<file path="src/hdl/sacl_pkg.sv">
// Shared types, constants and helpers for the set-associative LRU cache model.
`default_nettype none

package sacl_pkg;

   localparam int DEF_MAX_SET_BITS = 6;
   localparam int DEF_MAX_WAYS     = 8;
   localparam int DEF_ADDR_BITS    = 64;

   localparam int SET_CFG_W   = 3;
   localparam int OFF_CFG_W   = 6;
   localparam int WAYS_CFG_W  = 4;
   localparam int CSR_DATA_W  = 6;
   localparam int CSR_INDEX_W = 2;
   localparam int KIND_W      = 2;
   localparam int HITS_W      = 2;
   localparam int TOTAL_W     = 32;

   localparam logic [SET_CFG_W-1:0]  RST_SET_BITS    = 3'd4;
   localparam logic [OFF_CFG_W-1:0]  RST_OFFSET_BITS = 6'd4;
   localparam logic [WAYS_CFG_W-1:0] RST_WAYS        = 4'd1;

   typedef enum logic [CSR_INDEX_W-1:0] {
      CSR_SET_BITS    = 2'd0,
      CSR_OFFSET_BITS = 2'd1,
      CSR_WAYS        = 2'd2
   } csr_index_type;

   typedef enum logic [KIND_W-1:0] {
      KIND_LOAD   = 2'd0,
      KIND_STORE  = 2'd1,
      KIND_MODIFY = 2'd2,
      KIND_FETCH  = 2'd3
   } kind_type;

   typedef struct packed {
      logic hit;
      logic evict;
   } lookup_status_type;

   function automatic logic [TOTAL_W-1:0] sat_add(input logic [TOTAL_W-1:0] v,
                                                  input logic [HITS_W-1:0] inc);
      logic [TOTAL_W:0] sum;
      sum = {1'b0, v} + {{(TOTAL_W-HITS_W+1){1'b0}}, inc};
      return sum[TOTAL_W] ? {TOTAL_W{1'b1}} : sum[TOTAL_W-1:0];
   endfunction

endpackage

`default_nettype wire

</file>
<file path="src/hdl/sacl_lookup.sv">
// Tag compare, victim choice and LRU rank update for one set row.
`default_nettype none

module sacl_lookup
   import sacl_pkg::*;
#(
   parameter  int MAX_WAYS  = DEF_MAX_WAYS,
   parameter  int ADDR_BITS = DEF_ADDR_BITS,
   localparam int RANK_W    = (MAX_WAYS > 1) ? $clog2(MAX_WAYS) : 1,
   localparam int WAY_CNT_W = $clog2(MAX_WAYS + 1)
) (
   input  wire logic [WAY_CNT_W-1:0]               ways_eff,
   input  wire logic [ADDR_BITS-1:0]               tag,
   input  wire logic [MAX_WAYS-1:0]                old_vld,
   input  wire logic [MAX_WAYS-1:0][ADDR_BITS-1:0] old_tag,
   input  wire logic [MAX_WAYS-1:0][RANK_W-1:0]    old_rank,
   output      logic [MAX_WAYS-1:0]                new_vld,
   output      logic [MAX_WAYS-1:0][ADDR_BITS-1:0] new_tag,
   output      logic [MAX_WAYS-1:0][RANK_W-1:0]    new_rank,
   output      lookup_status_type                  status
);

   localparam int WAY_W     = (MAX_WAYS > 1) ? $clog2(MAX_WAYS) : 1;
   localparam logic [RANK_W-1:0] RANK_MAX = RANK_W'(MAX_WAYS - 1);

   logic [MAX_WAYS-1:0] use_vec;
   logic [MAX_WAYS-1:0] hit_vec;
   logic [MAX_WAYS-1:0] inv_vec;

   always_comb begin
      for (int i = 0; i < MAX_WAYS; i++) begin
         use_vec[i] = WAY_CNT_W'(i) < ways_eff;
         hit_vec[i] = use_vec[i] && old_vld[i] && (old_tag[i] == tag);
         inv_vec[i] = use_vec[i] && !old_vld[i];
      end
   end

   always_comb begin
      logic [WAY_W-1:0]  hit_way;
      logic [RANK_W-1:0] hit_rank;
      logic [WAY_W-1:0]  inv_way;
      logic [WAY_W-1:0]  lru_way;
      logic [RANK_W-1:0] lru_rank;
      logic [WAY_W-1:0]  victim;
      logic              hit;
      logic              inv_found;

      hit_way  = '0;
      inv_way  = '0;
      for (int i = MAX_WAYS - 1; i >= 0; i--) begin
         if (hit_vec[i]) begin
            hit_way = WAY_W'(i);
         end
         if (inv_vec[i]) begin
            inv_way = WAY_W'(i);
         end
      end
      hit       = |hit_vec;
      inv_found = |inv_vec;
      hit_rank  = old_rank[hit_way];

      // oldest in-use way, ties to the lowest index
      lru_way  = '0;
      lru_rank = old_rank[0];
      for (int i = 1; i < MAX_WAYS; i++) begin
         if (use_vec[i] && (old_rank[i] > lru_rank)) begin
            lru_way  = WAY_W'(i);
            lru_rank = old_rank[i];
         end
      end

      new_vld  = old_vld;
      new_tag  = old_tag;
      new_rank = old_rank;
      victim   = inv_found ? inv_way : lru_way;

      if (hit) begin
         for (int k = 0; k < MAX_WAYS; k++) begin
            if ((WAY_W'(k) != hit_way) && use_vec[k] && old_vld[k]
                && (old_rank[k] < hit_rank)) begin
               new_rank[k] = old_rank[k] + RANK_W'(1);
            end
         end
         new_rank[hit_way] = '0;
      end else begin
         for (int k = 0; k < MAX_WAYS; k++) begin
            if (inv_found) begin
               if (use_vec[k] && old_vld[k] && (old_rank[k] < RANK_MAX)) begin
                  new_rank[k] = old_rank[k] + RANK_W'(1);
               end
            end else if ((WAY_W'(k) != lru_way) && use_vec[k]
                         && (old_rank[k] < lru_rank)) begin
               new_rank[k] = old_rank[k] + RANK_W'(1);
            end
         end
         new_vld[victim]  = 1'b1;
         new_tag[victim]  = tag;
         new_rank[victim] = '0;
      end

      status.hit   = hit;
      status.evict = !hit && !inv_found;
   end

endmodule

`default_nettype wire

</file>
<file path="config.mk">
export PLATFORM = sky130hd
export DESIGN_NAME = sacl_lookup
export DESIGN_NICKNAME = d
export VERILOG_FILES = /design/src/hdl/sacl_pkg.sv /design/src/hdl/sacl_lookup.sv
export SDC_FILE = /design/constraint.sdc
export NUM_CORES = 2
export LEC_CHECK = 0
export BUFFER_PORTS_ARGS = -buffer_cell sky130_fd_sc_hd__buf_2
export CORE_AREA = 8 8 445 447
export DETAILED_ROUTE_END_ITERATION = 8
export DIE_AREA = 0 0 453 455
export GPL_ROUTABILITY_DRIVEN = 1
export PLACE_DENSITY = 0.31
export SLEW_MARGIN = 20
export SYNTH_ARGS = -nofsm -noshare
export SYNTH_HDL_FRONTEND = slang
export SYNTH_SLANG_ARGS = --single-unit
</file>
<file path="constraint.sdc">
create_clock -name vclk -period 24.5
set_clock_uncertainty 0.05 [all_clocks]
set_input_delay 3.675 -clock vclk [all_inputs]
set_output_delay 3.675 -clock vclk [all_outputs]
set_load 0.05 [all_outputs]
</file>
-- Word-level counts from Yosys, hierarchy flattened
Index checks and enable logic that the tools add are counted.
- add/sub/neg operators: 8
- $lt $le $gt $ge: 43
- equality and inequality tests: 22
- multiplexer cells: 93
- bitwise logic cells: 5
- reduce and logical (&&, ||, !) cells: 96
- operators by type and width (operator ; count):
    $bwmux 512 ; 1
    $eq 64x64->1 ; 8
    $mux 512 ; 1
    $mux 3 ; 81
    $demux 64 s3 ; 1
    $logic_and 1x1->1 ; 82
    $mux 64 ; 1
    $and 24x24->24 ; 2
    $lt 3x3->1 ; 16
    $not 24->24 ; 2
    $add 3x1->3 const B ; 8
    $lt 3x3->1 const B ; 8
    $mux 24 ; 1
    $ne 3x3->1 const A ; 8
    $gt 3x3->1 ; 7
    $demux 3 s3 ; 2
    $lt 3x4->1 const A ; 4
    $reduce_or 8->1 ; 2
    $ne 2x3->1 const A ; 4
    $logic_not 1->1 ; 10
    $bmux 3 s3 ; 1
    $lt 1x4->1 const A ; 2
    $lt 2x4->1 const A ; 2
    $lt 3x4->1 const B ; 2
    other kinds (7) ; 11
- flip-flop bits (word level): 0
- input bits: 612
- output and inout bits: 546
- word-level logic and storage cells: 267

-- Logic depth before layout (Yosys ltp)
- depth in word-level cells: 29
- mapped depth: 53
- gate-level depth less buffers: 50

-- Worst setup path before layout
Ideal clock, no wire load.
- kind: input to output
- start point: input port old_rank[2] (netlist bit)
- end point: output port new_tag[198] (netlist bit)
- data arrival time: 14.652 ns
- required time: 20.775 ns
- slack: 6.123 ns
- cell stages on the path: 52
- path buffers: 3
- path through: inv_1 ha_1 and3b_1 o21ai_0 o21ai_0 nand2_1 ha_1 or3b_2 nand2_1 nor3_1 a311oi_1 mux2i_1 a21oi_1 ha_1 nor3b_1 o211ai_1 mux2i_1 a31oi_1 [16 not listed] or2_2 a31oi_1 o31ai_1 clkbuf_1 a31oi_1 ha_1 nor2b_1 o32ai_1 a21oi_1 a22o_1 a211oi_2 a21oi_1 o21a_1 nor2_1 nand2_1 buf_2 clkbuf_1 o21ai_0
- RTL lines (item ; RTL line ; text):
    from (decl) ; sacl_lookup.sv:16 ; input wire logic [MAX_WAYS-1:0][RANK_W-1:0] old_rank,
    to (decl) ; sacl_lookup.sv:18 ; output logic [MAX_WAYS-1:0][ADDR_BITS-1:0] new_tag,

==> impl_metrics.prom <==
# TYPE chip_impl_metric gauge
chip_impl_metric{name="final.setup.tns",unit="ns"} 0
chip_impl_metric{name="first_global_vias",unit=""} 25900
chip_impl_metric{name="floorplan.initialDensity",unit=""} 0.0929
chip_impl_metric{name="cp_num_buf_inv",unit=""} 5
chip_impl_metric{name="globalRouteTotalUtil",unit=""} 0.239
chip_impl_metric{name="placeableCoreArea",unit="µm²"} 191000
chip_impl_metric{name="vias",unit=""} 26300
chip_impl_info{name="ys_top_cells_by_area",value="mux2_2 32%, xnor2_1 18%, xor2_1 6.8%, nand4_1 6.3%, clkbuf_1 3.3%"} 1
chip_impl_info{name="crit_path_top_delay_cell",value="nor2b_4"} 1
chip_impl_metric{name="die_height",unit="µm"} 455
chip_impl_info{name="critical_path_s_most_frequent_cell",value="ha_1"} 1
chip_impl_metric{name="placed_cell_area",unit="µm²"} 26800
chip_impl_metric{name="cts_setup_buffers",unit=""} 0
chip_impl_metric{name="syn-num-nets",unit=""} 2953
chip_impl_metric{name="num-nets-final",unit=""} 4007
chip_impl_metric{name="ys.warnings.count",unit=""} 0
chip_impl_metric{name="place.gp.congestion",unit=""} 0.942
chip_impl_info{name="timing.setup.critical_path_class",value="input port to primary output"} 1
chip_impl_metric{name="irDropWorstVdd",unit="mV"} 0.0168
chip_impl_metric{name="tightest_slew",unit="ns"} 1.19
chip_impl_info{name="critPathCaptureType",value="primary output"} 1
chip_impl_metric{name="fp.dieW",unit="µm"} 453
chip_impl_metric{name="flow.area_growth_from_synthesis",unit="%"} 52.0
chip_impl_metric{name="drc",unit=""} 0
chip_impl_metric{name="p_leak",unit="nW"} 10.6
chip_impl_info{name="grt_setup_unrepaired",value="no"} 1
chip_impl_metric{name="cp.required",unit="ns"} 20.77
chip_impl_metric{name="num-fill-cells",unit=""} 22300
chip_impl_metric{name="yosysTopAreaCellShare",unit=""} 0.322
chip_impl_metric{name="synthesis.area",unit="µm²"} 17800
chip_impl_metric{name="synthDistinctLibCells",unit=""} 82
chip_impl_metric{name="syn_avg_cell_area",unit="µm²"} 7.69
chip_impl_metric{name="placement.setup.worst_slack",unit="ns"} 3.81
chip_impl_metric{name="number_of_top_level_pins",unit=""} 1158
chip_impl_info{name="outcome",value="finished clean"} 1
chip_impl_metric{name="power",unit="mW"} 0.981
chip_impl_metric{name="postLayoutSetupSlackWorst",unit="ns"} 3.74
chip_impl_metric{name="std_cell_rows",unit=""} 161
chip_impl_metric{name="finalSetupViolations",unit=""} 0
chip_impl_metric{name="final_area",unit="µm²"} 27000
chip_impl_metric{name="worstPathArrival",unit="ns"} 17.04
chip_impl_metric{name="final_hold_viol_count",unit=""} 0
chip_impl_metric{name="dr.pass1.iters",unit=""} 6
chip_impl_metric{name="layout-drive-gt1-share",unit=""} 0.543
chip_impl_metric{name="gr-total-overflow",unit=""} 0
chip_impl_metric{name="fin_crit_share",unit=""} 0.848
chip_impl_metric{name="post_synth_inst_count",unit=""} 2308
chip_impl_metric{name="drt.antenna.violating_nets",unit=""} 0
chip_impl_metric{name="cts_hold_buf",unit=""} 0
chip_impl_metric{name="grt_antenna_before_repair",unit=""} 240
chip_impl_metric{name="detail_route.wirelength",unit="µm"} 264000
chip_impl_info{name="timing.critical_path.max_delay_family",value="compound AO/OA/AOI/OAI gates"} 1
chip_impl_metric{name="power_density_over_cell_area",unit="nW/µm²"} 36.4
chip_impl_metric{name="postCtsResizedCells",unit=""} 0
chip_impl_metric{name="register_area",unit="µm²"} 0
chip_impl_metric{name="io_buffers",unit=""} 1158
chip_impl_info{name="post-synth-top-area-cell",value="mux2_2"} 1
chip_impl_metric{name="routed_wire_length_per_instance",unit="µm"} 44.2
chip_impl_metric{name="n_clock_buffer",unit=""} 0
chip_impl_metric{name="timing.critical_path.slowest_cell_delay",unit="ns"} 0.68
chip_impl_info{name="min-delay-path-class",value="input port to primary output"} 1
chip_impl_metric{name="dp.final_hpwl",unit="µm"} 229000
chip_impl_metric{name="slew-limit-headroom",unit=""} 0.200
chip_impl_metric{name="grt_start_max_net_pins",unit=""} 68
chip_impl_metric{name="die_area",unit="µm²"} 206000
chip_impl_metric{name="yosysSeqAreaShare",unit=""} 0
chip_impl_metric{name="max_freq",unit="MHz"} 48.2
chip_impl_metric{name="dr.first_iter.drc_count",unit=""} 2535
chip_impl_metric{name="maxCapViolations",unit=""} 0
chip_impl_metric{name="period_minus_slack",unit="ns"} 20.76
chip_impl_metric{name="finalMaxSlewViolations",unit=""} 0
chip_impl_metric{name="crit_path_max_fanout",unit=""} 47
chip_impl_metric{name="timing.hold.ws",unit="ns"} 7.74
chip_impl_metric{name="wire_length_of_the_first_global_routing_pass",unit="µm"} 318000
chip_impl_info{name="setup.worst_path.start_class",value="input port"} 1
chip_impl_metric{name="post_drt_via_cell_ratio",unit=""} 4.41
chip_impl_metric{name="seq_cells",unit=""} 0
==> cell families (layout without fill, tap and decap cells) <==
kind of cell	after synthesis	after routing	synth area share
AOI/OAI and AO/OA	282	282	0.112
xor gates and xnor gates	511	511	0.252
adders and majority gates	38	38	0.0261
buffers and inverters	262	1314	0.0592
muxes	526	526	0.333
other	0	89	0
and+or+nand+nor	689	689	0.218
==> tightest hold or removal path, cell delays in order <==
cell     delay (ns)
buf_2          0.12
nand2_1        0.05
o21ai_0        0.06
buf_2          0.21
==> power breakdown <==
part / internal, mW / total (mW) / switching [mW] / leakage (nW)
Sequential: 0 / 0 / 0 / 0
Clock: 0.000000113 / 0.000000114 / 0 / 0.000568
Combinational: 0.260 / 0.981 / 0.722 / 10.6
Total: 0.260 / 0.981 / 0.722 / 10.6
==> layer usage <==
layer	up-vias	part of all wire	track usage
met4	116	0.048	0.0963
met2	1741	0.49	0.421
li1	10800	-	-
met1	13200	0.37	0.264
met3	504	0.089	0.0804
met5	-	0.0028	0
==> placed cells by master, fill, tap and decap left out, types with 9 or more instances in the layout <==
cell / n
o22ai_1: 13
a21oi_1: 37
nand2b_1: 23
ha_1: 33
o21a_1: 15
nand4b_1: 12
and3_1: 15
a211oi_1: 15
xnor2_1: 374
diode_2: 89
nand2_1: 117
buf_2: 1158
nor3_1: 33
buf_4: 112
mux2_2: 508
or2_2: 14
xor2_1: 137
nor2_1: 77
o211ai_1: 20
nor2b_1: 29
nand3_1: 41
or4_1: 21
a31oi_1: 16
nor4_1: 67
o21ai_0: 56
inv_1: 43
nor4b_1: 9
mux2i_1: 17
nand4_1: 180
==> stage by stage <==
step | utilization | cells
after floorplan | - | 2308
after global placement | 0.140 | 5886
after detailed placement | 0.140 | 5886
after CTS | 0.140 | 5886
after global routing | 0.140 | 5916
final | 0.141 | 5975
==> synthesized netlist by cell type, types with 38 or more instances <==
master,count
a21oi_1,38
nand3_1,41
buf_2,48
xor2_1,137
clkbuf_1,154
xnor2_1,374
nor4_1,72
nor2_1,79
inv_1,43
mux2_2,508
o21ai_0,59
nand2_1,120
nand4_1,180
==> final timing paths <==
path / startpoint / to / depth (start not counted)
max: old_rank[2] / new_tag[411] / 52
min: old_tag[203] / new_tag[203] / 4
==> cell type report <==
| cell class | instances | area (µm²) | share of cell area |
|---|---|---|---|
| multi-input cells | 2046 | 16800 | 0.622 |
| well taps | 2526 | 3160 | 0.117 |
| inverters | 44 | 165 | 0.00612 |
| diodes | 89 | 223 | 0.00826 |
| repair buffers | 1270 | 6640 | 0.246 |
(Power assumes the default switching activity.)
